**src/rtl/core/wnm_pkg.sv**
```systemverilog
`timescale 1ns / 1ps

package wnm_pkg;

  localparam int CFG_IDX_W  = 3;
  localparam int CFG_DATA_W = 64;
  localparam int LEN_W      = 6;

  localparam logic [7:0] STAR_BYTE     = 8'h2A;
  localparam logic [7:0] QUESTION_BYTE = 8'h3F;

  localparam logic [CFG_IDX_W-1:0] REG_PAT0      = 3'd0;
  localparam logic [CFG_IDX_W-1:0] REG_PAT_LAST  = 3'd3;
  localparam logic [CFG_IDX_W-1:0] REG_PLEN      = 3'd4;
  localparam logic [CFG_IDX_W-1:0] REG_MATCH_ALL = 3'd5;

  typedef struct packed {
    logic [7:0] name_char;
    logic       has_char;
    logic       name_end;
  } item_t;

endpackage

```
**src/rtl/core/wnm_step.sv**
```systemverilog
`timescale 1ns / 1ps

module wnm_step #(
  parameter int PATTERN_CHARS = 32
) (
  input  logic [PATTERN_CHARS*8-1:0]          pattern,
  input  logic [$clog2(PATTERN_CHARS+1)-1:0]  len,
  input  logic                                match_all,
  input  logic [PATTERN_CHARS:0]              pos,
  input  wnm_pkg::item_t                      item,
  output logic [PATTERN_CHARS:0]              pos_nxt,
  output logic                                matched
);
  import wnm_pkg::*;

  localparam int NPOS = PATTERN_CHARS + 1;
  localparam int IW   = $clog2(NPOS);

  // prop[j] set when pattern byte j-1 is an in-use star; closure is a prefix OR
  function automatic logic [NPOS-1:0] star_closure(input logic [NPOS-1:0] v,
                                                    input logic [NPOS-1:0] prop);
    logic [NPOS-1:0] g;
    logic [NPOS-1:0] p;
    g = v;
    p = prop;
    for (int d = 1; d < NPOS; d = d * 2) begin
      g = g | (p & (g << d));
      p = p & (p << d);
    end
    return g;
  endfunction

  logic [PATTERN_CHARS-1:0] is_star;
  logic [PATTERN_CHARS-1:0] is_step;
  logic [NPOS-1:0]          prop;
  logic [NPOS-1:0]          clo_in;
  logic [NPOS-1:0]          adv;
  logic [NPOS-1:0]          after_char;
  logic [NPOS-1:0]          clo_end;

  always_comb begin
    for (int i = 0; i < PATTERN_CHARS; i++) begin
      is_star[i] = (len > IW'(i)) && (pattern[i*8 +: 8] == STAR_BYTE);
      is_step[i] = (len > IW'(i)) && (pattern[i*8 +: 8] != STAR_BYTE) &&
                   ((pattern[i*8 +: 8] == QUESTION_BYTE) ||
                    (pattern[i*8 +: 8] == item.name_char));
    end
    prop = {is_star, 1'b0};
  end

  always_comb begin
    clo_in = star_closure(pos, prop);
    adv    = '0;
    for (int i = 0; i < PATTERN_CHARS; i++) begin
      adv[i]   = adv[i] | (clo_in[i] & is_star[i]);
      adv[i+1] = clo_in[i] & is_step[i];
    end
    after_char = item.has_char ? adv : pos;
    clo_end    = star_closure(after_char, prop);
  end

  always_comb begin
    matched = match_all | clo_end[len];
    if (item.name_end) begin
      pos_nxt = NPOS'(1);
    end else begin
      pos_nxt = after_char;
    end
  end

endmodule

```
**src/rtl/core/wildcard_name_matcher_top.sv**
```systemverilog
`timescale 1ns / 1ps
// Only a name-ending word yields a result; it passes the item register, then the result register.
// Throughput: one word per cycle while in_stall is low; the position vector takes one full update
//   (star closure, byte step, closure again) per cycle in a single stage.
// Only an ending word held behind a stalled result stalls the input.
// Reset (rst_n low, synchronous): pattern cleared, length 0, match_all set,
//   only position zero active, pipeline empty.

module wildcard_name_matcher_top #(
  parameter int PATTERN_CHARS = 32
) (
  input  logic                            clk,
  input  logic                            rst_n,
  input  logic                            in_valid,
  output logic                            in_stall,
  input  logic [7:0]                      in_name_char,
  input  logic                            in_has_char,
  input  logic                            in_name_end,
  output logic                            out_valid,
  input  logic                            out_stall,
  output logic                            out_matched,
  input  logic                            cfg_we,
  input  logic [wnm_pkg::CFG_IDX_W-1:0]   cfg_index,
  input  logic [wnm_pkg::CFG_DATA_W-1:0]  cfg_wdata
);
  import wnm_pkg::*;

  localparam int NPOS = PATTERN_CHARS + 1;
  localparam int IW   = $clog2(NPOS);

  logic [PATTERN_CHARS*8-1:0] pat_r, pat_nxt;
  logic [LEN_W-1:0]           plen_r, plen_nxt;
  logic                       match_all_r, match_all_nxt;
  logic                       s1_valid_r, s1_valid_nxt;
  item_t                      s1_item_r, s1_item_nxt;
  logic [NPOS-1:0]            pos_r, pos_nxt;
  logic                       out_valid_r, out_valid_nxt;
  logic                       out_matched_r, out_matched_nxt;

  logic [IW-1:0]   len_used;
  logic [NPOS-1:0] step_pos;
  logic            step_matched;
  logic            s1_adv;
  logic            in_acc;
  logic            s1_done;

  assign len_used = (plen_r > LEN_W'(PATTERN_CHARS)) ? IW'(PATTERN_CHARS) : plen_r[IW-1:0];

  wnm_step #(
    .PATTERN_CHARS(PATTERN_CHARS)
  ) u_step (
    .pattern   (pat_r),
    .len       (len_used),
    .match_all (match_all_r),
    .pos       (pos_r),
    .item      (s1_item_r),
    .pos_nxt   (step_pos),
    .matched   (step_matched)
  );

  assign s1_adv    = s1_valid_r && !(s1_item_r.name_end && out_valid_r && out_stall);
  assign s1_done   = s1_adv && s1_item_r.name_end;
  assign in_stall  = s1_valid_r && !s1_adv;
  assign in_acc    = in_valid && !in_stall;
  assign out_valid   = out_valid_r;
  assign out_matched = out_matched_r;

  always_comb begin
    pat_nxt       = pat_r;
    plen_nxt      = plen_r;
    match_all_nxt = match_all_r;
    if (cfg_we) begin
      if (cfg_index <= REG_PAT_LAST) begin
        for (int b = 0; b < PATTERN_CHARS; b++) begin
          if (cfg_index == REG_PAT0 + CFG_IDX_W'(b / 8)) begin
            pat_nxt[b*8 +: 8] = cfg_wdata[(b % 8)*8 +: 8];
          end
        end
      end else if (cfg_index == REG_PLEN) begin
        plen_nxt = cfg_wdata[LEN_W-1:0];
      end else if (cfg_index == REG_MATCH_ALL) begin
        match_all_nxt = cfg_wdata[0];
      end
    end
  end

  always_comb begin
    s1_valid_nxt    = s1_valid_r;
    s1_item_nxt     = s1_item_r;
    pos_nxt         = pos_r;
    out_valid_nxt   = out_valid_r;
    out_matched_nxt = out_matched_r;
    if (s1_adv) begin
      s1_valid_nxt = 1'b0;
      pos_nxt      = step_pos;
    end
    if (in_acc) begin
      s1_valid_nxt = 1'b1;
      s1_item_nxt  = '{name_char: in_name_char, has_char: in_has_char,
                       name_end: in_name_end};
    end
    if (s1_done) begin
      out_valid_nxt   = 1'b1;
      out_matched_nxt = step_matched;
    end else if (out_valid_r && !out_stall) begin
      out_valid_nxt = 1'b0;
    end
  end

  always_ff @(posedge clk) begin
    if (!rst_n) begin
      pat_r       <= '0;
      plen_r      <= '0;
      match_all_r <= 1'b1;
      s1_valid_r  <= 1'b0;
      pos_r       <= NPOS'(1);
      out_valid_r <= 1'b0;
    end else begin
      pat_r       <= pat_nxt;
      plen_r      <= plen_nxt;
      match_all_r <= match_all_nxt;
      s1_valid_r  <= s1_valid_nxt;
      pos_r       <= pos_nxt;
      out_valid_r <= out_valid_nxt;
    end
  end

  always_ff @(posedge clk) begin
    s1_item_r     <= s1_item_nxt;
    out_matched_r <= out_matched_nxt;
  end

endmodule

```
**config.mk**
```make
export PLATFORM = sky130hd
export DESIGN_NAME = wildcard_name_matcher_top
export DESIGN_NICKNAME = d
export VERILOG_FILES = /design/src/rtl/core/wnm_pkg.sv /design/src/rtl/core/wnm_step.sv /design/src/rtl/core/wildcard_name_matcher_top.sv
export SDC_FILE = /design/constraint.sdc
export NUM_CORES = 1
export LEC_CHECK = 0
export ABC_CLOCK_PERIOD_IN_PS = 5600
export BUFFER_PORTS_ARGS = -buffer_cell sky130_fd_sc_hd__buf_2
export CAP_MARGIN = 20
export CORE_MARGIN = 2
export CORE_UTILIZATION = 25
export DETAILED_ROUTE_END_ITERATION = 7
export PLACE_DENSITY = 0.49
export SETUP_SLACK_MARGIN = 0.05
export SYNTH_ARGS = -nofsm -noshare
export SYNTH_HDL_FRONTEND = slang
export SYNTH_SLANG_ARGS = --single-unit
```
**constraint.sdc**
```tcl
create_clock -name clk -period 5.6 [get_ports clk]
set_clock_uncertainty 0.05 [all_clocks]
set_input_delay 0.84 -clock clk [delete_from_list [all_inputs] [get_ports clk]]
set_output_delay 0.84 -clock clk [all_outputs]
set_load 0.005 [all_outputs]
```
Word level (Yosys, flattened, before mapping)
Index checks and enable logic that the tools add are counted.
{"block": "classes", "mux": 9, "bitwise": 127, "n_lt_le_gt_ge": 35, "n_reduce_logical": 148, "eq_ne": 133}
{"op": "== test 8 x 6 -> 1 bit, second input constant", "count": 64}
{"op": "AND 33 bit", "count": 11}
{"op": "== test 8 bit", "count": 32}
{"op": "inequality test 8 x 6 -> 1 bit, second input constant", "count": 32}
{"op": "bitwise OR 33 bit", "count": 6}
{"op": "bitwise OR 32 bit", "count": 6}
{"op": "AND 32 bit", "count": 5}
{"op": "logical AND 1 bit", "count": 103}
{"op": "> comparator 6 x 5 -> 1 bit, second input constant", "count": 16}
{"op": "2-to-1 mux 33 bit", "count": 2}
{"op": "AND 1 bit", "count": 64}
{"op": "> comparator 6 x 4 -> 1 bit, second input constant", "count": 8}
{"op": "AND 32 x 1 -> 32 bit, second input constant", "count": 1}
{"op": "logical OR 1 bit", "count": 32}
{"op": "bitwise OR 1 bit", "count": 32}
{"op": "> comparator 6 x 3 -> 1 bit, second input constant", "count": 4}
{"op": "AND reduction 3 bit", "count": 5}
{"op": "> comparator 6 x 1 -> 1 bit, second input constant", "count": 2}
{"op": "> comparator 6 x 2 -> 1 bit, second input constant", "count": 2}
{"op": "less-than comparator 6 x 7 -> 1 bit, second input constant", "count": 1}
{"op": "binary-select mux 1 bit (select 6 bit)", "count": 1}
{"op": "== test 3 x 2 -> 1 bit, second input constant", "count": 2}
{"op": "== test 3 bit, second input constant", "count": 2}
{"op": "> comparator 6 bit, second input constant", "count": 1}
{"op": "other kinds (9)", "count": 18}
{"block": "totals", "word_cells": 465, "in_bits": 82, "out_inout_bits": 3, "ff_bits": 309}

Longest topological paths before layout
Gate-level depths: netlist (run 1).
{"block": "depth", "word_depth": 33, "ltp_mapped": 20, "ltp_nobuf": 16}

Modules after synthesis
A second synthesis (run 1) with hierarchy kept.
{"block": "hier_totals", "hier_cells": 2684, "area_unflattened_um2": 20258.2}
{"module": "wildcard_name_matcher_top", "cells_per_inst": 1254, "seq_area_each_um2": 6296.0, "area_each_um2": 11086.9, "n_inst": 1}
{"module": "wnm_step", "cells_per_inst": 1430, "seq_area_each_um2": 0.0, "area_each_um2": 9171.3, "n_inst": 1}

Worst setup path before layout (run 1)
Ideal clock, no wire load.
{"block": "synth_path", "kind": "register to register", "startpoint": "reg plen_r[3]", "endpoint": "reg out_matched_r, in the netlist out_matched (data pin)", "t_required_ns": 5.276, "stages_incl_launch_ff": 18, "t_arrival_ns": 3.907, "setup_time_ns": 0.274, "slack_ns": 1.369, "cell_sequence": "dfxtp_1 buf_6 or3_4 a41o_1 nand3b_1 a21oi_2 nor2_2 a41o_1 or2_1 or4_1 o211ai_1 a311o_1 a31oi_1 a211o_1 a32o_1 a2111o_1 a211oi_2 o2111ai_1"}
{"block": "synth_via", "elab_chain_cells": 30, "elab_cells_between_ends": 258}
{"element": "start, declared", "line_no": "wildcard_name_matcher_top.sv:32", "rtl": "logic [LEN_W-1:0] plen_r, plen_nxt;"}
{"element": "start signal, assigned", "line_no": "wildcard_name_matcher_top.sv:120", "rtl": "plen_r <= plen_nxt;"}
{"element": "> comparator 6 bit", "line_no": "wildcard_name_matcher_top.sv:47", "rtl": "assign len_used = (plen_r > LEN_W'(PATTERN_CHARS)) ? IW'(PATTERN_CHARS) : plen_r[IW-1:0];"}
{"element": "2-to-1 mux 6 bit (*)", "line_no": "wildcard_name_matcher_top.sv:47"}
{"element": "> comparator 6 x 1 -> 1 bit or > comparator 6 x 2 -> 1 bit (tied branches)", "line_no": "wnm_step.sv:43, wnm_step.sv:44"}
{"element": "logical AND 1 bit", "line_no": "wnm_step.sv:43", "rtl": "is_star[i] = (len > IW'(i)) && (pattern[i*8 +: 8] == STAR_BYTE);"}
{"element": "AND 32 bit", "line_no": "wnm_step.sv:27", "rtl": "g = g | (p & (g << d));"}
{"element": "bitwise OR 32 bit", "line_no": "wnm_step.sv:27"}
{"element": "AND 32 bit", "line_no": "wnm_step.sv:27"}
{"element": "bitwise OR 32 bit", "line_no": "wnm_step.sv:27"}
{"element": "[13 not listed]"}
{"element": "AND 33 bit", "line_no": "wnm_step.sv:27"}
{"element": "bitwise OR 33 bit", "line_no": "wnm_step.sv:27"}
{"element": "AND 33 bit", "line_no": "wnm_step.sv:27"}
{"element": "bitwise OR 33 bit (3 in series)", "line_no": "wnm_step.sv:27"}
{"element": "binary-select mux 1 bit (select 6 bit) (*)", "line_no": "wnm_step.sv:63", "rtl": "matched = match_all | clo_end[len];"}
{"element": "2-to-1 mux 1 bit (not written as such) (*)", "line_no": "wnm_step.sv:63"}
{"element": "bitwise OR 1 bit (*)", "line_no": "wnm_step.sv:63"}
{"element": "via step_matched", "line_no": "wildcard_name_matcher_top.sv:42", "rtl": "logic step_matched;"}
{"element": "end signal, assigned", "line_no": "wildcard_name_matcher_top.sv:130", "rtl": "out_matched_r <= out_matched_nxt;"}
{"element": "end, declared", "line_no": "wildcard_name_matcher_top.sv:38", "rtl": "logic out_matched_r, out_matched_nxt;"}
Mark *: on every way through the listed nets, which the timed path passes. The rest lies on a longest branch. The select of a mux whose other input is x is not followed.
A chain may end at the register's enable or synchronous reset.

Worst setup path after layout (run 1)
{"block": "layout_path", "startpoint": "reg plen_r[5]", "endpoint": "reg out_matched_r, in the netlist out_matched (data pin)"}
Same word-level chain as after synthesis.

==> impl_metrics.csv, run 1 <==
group,metric,value,unit
clocking,worstSkewPairLatency,0.57,ns
synth,yosysSeqAreaShare,31.6,%
cells_and_area,fin_util,29.3,%
clocking,cts_made_buffers,38,
place,gp_congestion,0.967,
global_route,overflow,0,
die,die_h,286,um
critical_path,ff2ff_setup_slack,0.31,ns
run,cap_violations,0,
route,first_pass_iters,7,
global_route,grt_pass1_wl,124000,um
sta,hold_viol,0,
route,post_drt_wl_per_cell,22.0,um
critical_path,reg2reg_to,"out_matched",
sta,grt_setup_unrepaired,"false",
outcome,outcome,"completed",
synth,ys_types,102,
place,dp_hpwl,60400,um
sta,setup_viol,0,
synth,ys_ff_latch,309,
synth,synth.largest_area_cell,"dfxtp_1",
synth,synth-edff-count,11,
critical_path,arrival,5.53,ns
critical_path,critPathRequiredTime,5.84,ns
sta,max_clock_freq,189,MHz
global_route,antenna_found_initial,2,
cells_and_area,area_growth,16.1,%
min_path,hold_path.startpoint,"in_name_char[2]",
clocking,cts.path.max_buffers,3,
critical_path,worstPathMaxFanout,13,
cells_and_area,layout_common_cells,"nand2_1 (642), dfxtp_1 (298), a21boi_0 (262)",
min_path,min_path_type,"primary input to flip-flop",
cells_and_area,final_common_cell,"nand2_1",
cells_and_area,fin_cells,3763,
die,io_pins,85,
synth,syn_nets,2702,
pwr,power_density,230,nW/um^2
route,drc,0,
critical_path,timing.rr.start,"plen_r[5]",
clocking,htree_levels,2,
clocking,root_buffer,"clkbuf_16",
die,dieArea,82000,sq um
place,dp_worst_setup_slack,0.276,ns
critical_path,worstSetupStartpointType,"flip-flop",
min_path,hold-path-endpoint,"s1_item_r[4]",
cells_and_area,n_fill_cell,8661,
route,ant_nets,0,
synth,syn_inst,2620,
cells_and_area,num_antenna_cells,0,
clocking,cts_tree,"built",
route,via_per_inst,5.21,
route,drt_iter0_drc,1593,
synth,synthFlopType,"dfxtp_1",
synth,avgSynthCellArea,7.60,sq um
global_route,grt_usage,19.8,%
sta,finalCritPeriodShare,94.4,%
pwr,p_leak,7.35,nW
sta,setup-tns-final,0,ns
synth,synthTopCellsByArea,"dfxtp_1 (30%), nand2_1 (12%), a21boi_0 (9.9%)",
cells_and_area,nNetsFinal,2773,
die,coreArea,79000,sq um
critical_path,cp-end-kind,"flip-flop",
sta,report.final.slew_viol_count,0,
sta,layout_setup_ws,0.313,ns
cells_and_area,layout-drive-gt1-share,11.8,%
clocking,postCtsSetupRepairBufs,0,
place,dp_cells,3700,
die,rows,103,
route,vias,19600,
clocking,clk_pin_slew,0.06,ns
global_route,grt_max_degree,137,
global_route,grt_pass1_vias,18600,
critical_path,r2r_cells,17,
synth,synth_area,19900,sq um
synth,synth_top_cell_area_share,29.9,%
sta,finalCriticalPeriod,5.29,ns
die,start_util,25.2,%
sta,relSlewSlack,29.2,%
synth,yosysWarnings,0,
sta,worst_pin_slew,1.06,ns
critical_path,path_class,"flip-flop to flip-flop",
route,wirelength,82800,um
synth,ys_async_sr_fraction,0,%
min_path,whs_path_depth,1,
clocking,clock_sinks,309,
die,die_width,286,um
place,portBuffers,84,
pwr,ir_drop,0.227,mV
clocking,hold_buffers,0,
-- cell usage after synthesis, types with 9 or more instances --
library cell / n
nor2_1: 115
xnor2_1: 192
nand3_1: 43
a22oi_1: 12
xor2_1: 64
nand4b_1: 9
nand2_1: 642
nand4_1: 71
o31ai_1: 13
or2_2: 23
o21ai_0: 87
nor3_1: 50
nor4_1: 36
o221ai_1: 9
a211oi_1: 16
a31oi_1: 18
a21oi_1: 73
dfxtp_1: 298
or4_1: 13
a21boi_0: 262
o21bai_1: 10
o21ai_1: 9
nor2b_1: 21
or3_1: 32
and2_1: 33
and3_1: 22
edfxtp_1: 11
inv_1: 31
a21o_1: 27
clkbuf_1: 115
buf_2: 36
o22ai_1: 18
-- how the worst max path moves through the flow --
stage,start,end,slack [ns],cells after the start
global route,plen_r[5],out_matched,0.08,18
detailed placement,plen_r[5],out_matched,0.28,17
CTS,plen_r[5],out_matched,0.27,17
floorplan,plen_r[3],out_matched,1.37,17
finish,plen_r[5],out_matched,0.31,17
global placement,plen_r[2],out_matched,0.31,17
-- sequential cells by signal, summed over array words and instances, names as in the netlist --
name / cells
match_all_r: 1
out_matched: 1
out_valid: 1
pat_r: 256
plen_r: 6
pos_r: 33
s1_item_r: 10
s1_valid_r: 1
-- routing by layer --
layer | share of wire (%) | track usage [%] | wire, um
met2 | 46 | 32.5 | 38100
met5 | 0 | 0 | 0
met4 | 2.9 | 6.01 | 2400
met3 | 4.7 | 2.22 | 3870
met1 | 46 | 27.2 | 38500
-- cell families (layout without fill, tap and decap cells) --
logic type / Yosys count / after routing / synth area share, %
buffers and inverters: 194 / 287 / 4.07
AO/OA/AOI/OAI: 684 / 684 / 25.0
XOR/XNOR: 256 / 256 / 11.3
AND/OR/NAND/NOR: 1169 / 1169 / 27.6
multiplexers: 8 / 8 / 0.402
flip-flops: 309 / 309 / 31.6
-- layout make-up --
cell class              instances  area [sq um]  share of cell area, %
clock inverters                 9           134                  0.579
flip-flops and latches        309          6300                   27.2
repair buffers                193          1380                   5.96
multi-input cells            2117         12900                   55.6
inverters                      32           120                  0.519
well taps                    1050          1310                   5.68
clock buffers                  53          1020                   4.40
-- critical path, stage by stage, from the launching register on --
cell,delay (ns)
dfxtp_1,0.49
buf_4,0.26
nor3_2,0.35
nand2b_1,0.16
and2_0,0.28
a31oi_2,0.36
o22a_1,0.35
nand2_1,0.13
a22o_1,0.26
or2_2,0.33
a211o_1,0.32
a21oi_1,0.31
o41ai_2,0.14
a211o_1,0.33
a32o_1,0.20
a2111o_1,0.39
a211oi_2,0.16
o2111ai_1,0.14
-- report_power, final --
group	switching (mW)	total (mW)	internal [mW]
logic	0.374	0.599	0.224
registers	0.0615	2.32	2.26
clock network	1.01	2.41	1.40
-- what timing repair did --
action                                  4_1_cts  5_1_grt
gates resized for setup                       0        4
endpoints found under the hold margin         0        0
endpoints found under the setup margin        0        1
-- metrics by stage --
stage / hold WS [ns] / total power [mW] / cell area [sq um]
2_1_floorplan: 0.413 / 2.71 / 19900
4_1_cts: 0.386 / 5.38 / 23100
6_report: 0.412 / 5.33 / 23100
3_5_place_dp: 0.432 / 2.96 / 21900
3_3_place_gp: 0.427 / 2.97 / 21900
5_1_grt: 0.390 / 5.53 / 23100
(Power assumes the default switching activity.)
==> run 2: changes to the inputs <==
- SYNTH_HIERARCHICAL: not set -> 1
==> run 2 against run 1 <==
  * Register-to-register slack lost 0.12 ns
  * Synthesized area increased by 1.7%
  * Critical path depth shrank 4
  * Final cell count is 2.5% higher
  * Wire length increased by 1.8%
  * Non-clock buffer count up 35
  * First-iteration DRC count grew 2.6%
  * Via count up 3.6%
  * Design area is 3.2% higher
  * Sequential share of layout area fell by 0.83 points
  * Clock power increased by 5%
  * Power increased by 2.5%
  * Critical endpoint unchanged
  * Largest cell class unchanged
==> impl_metrics.csv, run 2 <==
group,metric,value,unit
place,dp_hpwl,63800,um
synth,yosysSeqAreaShare,31.1,%
synth,ys_ff_latch,309,
sta,worst_pin_slew,1.17,ns
critical_path,endpoint,"out_matched",
sta,max_clock_freq,185,MHz
place,gp_congestion,1.02,
global_route,grt_pass1_wl,126000,um
die,start_util,25.2,%
die,die_width,289,um
route,drc,0,
cells_and_area,regMostFlops,"pat_r",
pwr,p_leak,7.57,nW
clocking,hold_buffers,0,
critical_path,path_cells,"or4b_1 > or3_1 > nor4_2 > nand2_1 > a2111oi_0 > buf_4 > nor3b_2 > o21ba_2 > o41a_1 > o21ai_0 > nor4_1 > o2bb2ai_1 > o311ai_1",
synth,synth_area,20300,sq um
critical_path,reg2reg_to,"out_matched",
pwr,power_density,229,nW/um^2
cells_and_area,final_common_cell,"nand2_1",
clocking,clock_sinks,309,
run,cap_violations,0,
cells_and_area,nNetsFinal,2853,
sta,setup-tns-final,0,ns
global_route,grt_usage,19.8,%
critical_path,timing.rr.start,"pat_r[152]",
sta,finalCritPeriodShare,96.6,%
critical_path,ff2ff_setup_slack,0.19,ns
clocking,cts_tree,"built",
sta,finalCriticalPeriod,5.41,ns
pwr,ir_drop,0.190,mV
die,dieArea,83300,sq um
sta,report.final.slew_viol_count,0,
critical_path,arrival,5.72,ns
global_route,overflow,0,
global_route,grt_max_degree,142,
critical_path,critPathRequiredTime,5.91,ns
synth,syn_inst,2684,
synth,synthFlopType,"dfxtp_1",
die,die_h,289,um
synth,synthTopCellsByArea,"dfxtp_1 (29%), xnor2_1 (10%), nand2_1 (9.2%)",
cells_and_area,largest_reg_flops,256,
outcome,outcome,"completed",
route,vias,20300,
synth,synth.largest_area_cell,"dfxtp_1",
sta,relSlewSlack,21.3,%
route,first_pass_iters,7,
critical_path,r2r_cells,13,
synth,ys_async_sr_fraction,0,%
critical_path,path_class,"flip-flop to flip-flop",
synth,synth_common_cells,"nand2_1 (499), dfxtp_1 (298), xnor2_1 (240)",
clocking,cts_made_buffers,38,
synth,ys_types,98,
sta,setup_viol,0,
clocking,htree_levels,2,
clocking,cts.path.max_buffers,3,
critical_path,cp-end-kind,"flip-flop",
clocking,root_buffer,"clkbuf_16",
clocking,worstSkewPairLatency,0.55,ns
route,via_per_inst,5.27,
route,post_drt_wl_per_cell,21.9,um
die,coreArea,80400,sq um
route,drt_iter0_drc,1634,
die,rows,104,
cells_and_area,reg.largest.list,"pat_r (256), pos_r (33), s1_item_r (10)",
synth,synth_top_cell_area_share,29.4,%
place,dp_cells,3788,
synth,avgSynthCellArea,7.55,sq um
synth,yosysMostFrequentCell,"nand2_1",
route,wirelength,84300,um
critical_path,worstSetupStartpointType,"flip-flop",
synth,synth-edff-count,11,
synth,yosysWarnings,6,
sta,hold_viol,0,
cells_and_area,area_growth,17.8,%
critical_path,startpoint,"pat_r[152]",
critical_path,worstPathMaxFanout,8,
cells_and_area,layout-drive-gt1-share,13.8,%
min_path,min_path_type,"primary input to flip-flop",
critical_path,cpPeakStageDelay,0.92,ns
global_route,antenna_found_initial,2,
global_route,grt_pass1_vias,19300,
cells_and_area,layout_common_cells,"nand2_1 (499), dfxtp_1 (297), xnor2_1 (240)",
die,io_pins,85,
sta,grt_setup_unrepaired,"false",
synth,syn_nets,2766,
critical_path,slowest_stage,"nor4_2",
clocking,clk_pin_slew,0.06,ns
cells_and_area,fin_cells,3856,
min_path,whs_path_depth,1,
route,ant_nets,0,
place,portBuffers,84,
==> run 2: cell types whose count changed after synthesis, moves of 48 or more <==
| cell | previous run | this run |
|---|---|---|
| xnor2_1 | 192 | 240 |
| a21boi_1 | 1 | 74 |
| o21ai_0 | 87 | 205 |
| nand2_1 | 642 | 499 |
| xor2_1 | 64 | 16 |
| nand3_1 | 43 | 179 |
| a21boi_0 | 262 | 62 |
==> run 2: metrics by stage <==
stage	total power [mW]	util, %	hold WS [ns]	setup WS (ns)	area, sq um
finish	5.46	29.7	0.408	0.188	23900
detailed placement	2.98	27.9	0.422	-0.0462	22400
CTS	5.53	29.4	0.380	0.113	23700
floorplan	2.74	-	0.385	1.17	20300
global route	5.65	29.7	0.392	0.0565	23900
global placement	2.98	27.9	0.416	0.00682	22400
==> run 2: routing by layer <==
metal	wire length (um)	share of wire (%)	vias to the layer above	GRT usage [%]
li1	-	-	9746	-
met1	39300	47	9816	26.5
met2	38200	45	596	32.4
met3	4120	4.9	146	2.89
met4	2740	3.2	0	6.61
met5	0	0	-	0
==> run 2: critical path, delay by kind of cell, from the launching register on <==
| kind | cells | cell delay, ns |
|---|---|---|
| simple gates | 6 | 2.48 |
| compound gates | 6 | 2.11 |
| flops | 1 | 0.34 |
| buf+inv | 1 | 0.22 |
==> run 2: final cells by class <==
cell class	instances	area (sq um)
clock inverters	14	154
well taps	1060	1330
diodes	1	2.50
flip-flops and latches	309	6300
multi-input cells	2168	13200
clock buffers	50	1100
repair buffers	228	1650
inverters	26	97.6
fillers	8905	56500
==> run 2: timing repair <==
action	4_1_cts	5_1_grt
endpoints found under the hold margin	0	0
setup buffers	0	1
pin swaps	0	5
setup endpoints to repair	1	1
resized for setup	2	30
==> run 2: cell families after synthesis <==
logic type             Yosys count  synth area share (%)
AND/OR/NAND/NOR               1202                  28.8
AO/OA/AOI/OAI                  670                  22.5
flip-flops                     309                  31.1
XOR/XNOR                       256                  11.1
buffers and inverters          207                  4.60
multiplexers                    40                  1.98
==> run 2: worst min-delay path by stage <==
stage / start / to
4_1_cts: in_name_char[1] / s1_item_r[3]
3_3_place_gp: pat_r[21] / pat_r[21]
6_report: in_name_char[5] / s1_item_r[7]
3_5_place_dp: pat_r[21] / pat_r[21]
5_1_grt: in_name_char[2] / s1_item_r[4]
2_1_floorplan: pos_r[32] / pos_r[32]
==> run 2: power breakdown <==
group | leakage (nW) | internal (mW) | switching [mW]
clock | 0.620 | 1.51 | 1.01
sequential | 2.52 | 2.26 | 0.0698
combinational | 4.44 | 0.237 | 0.368
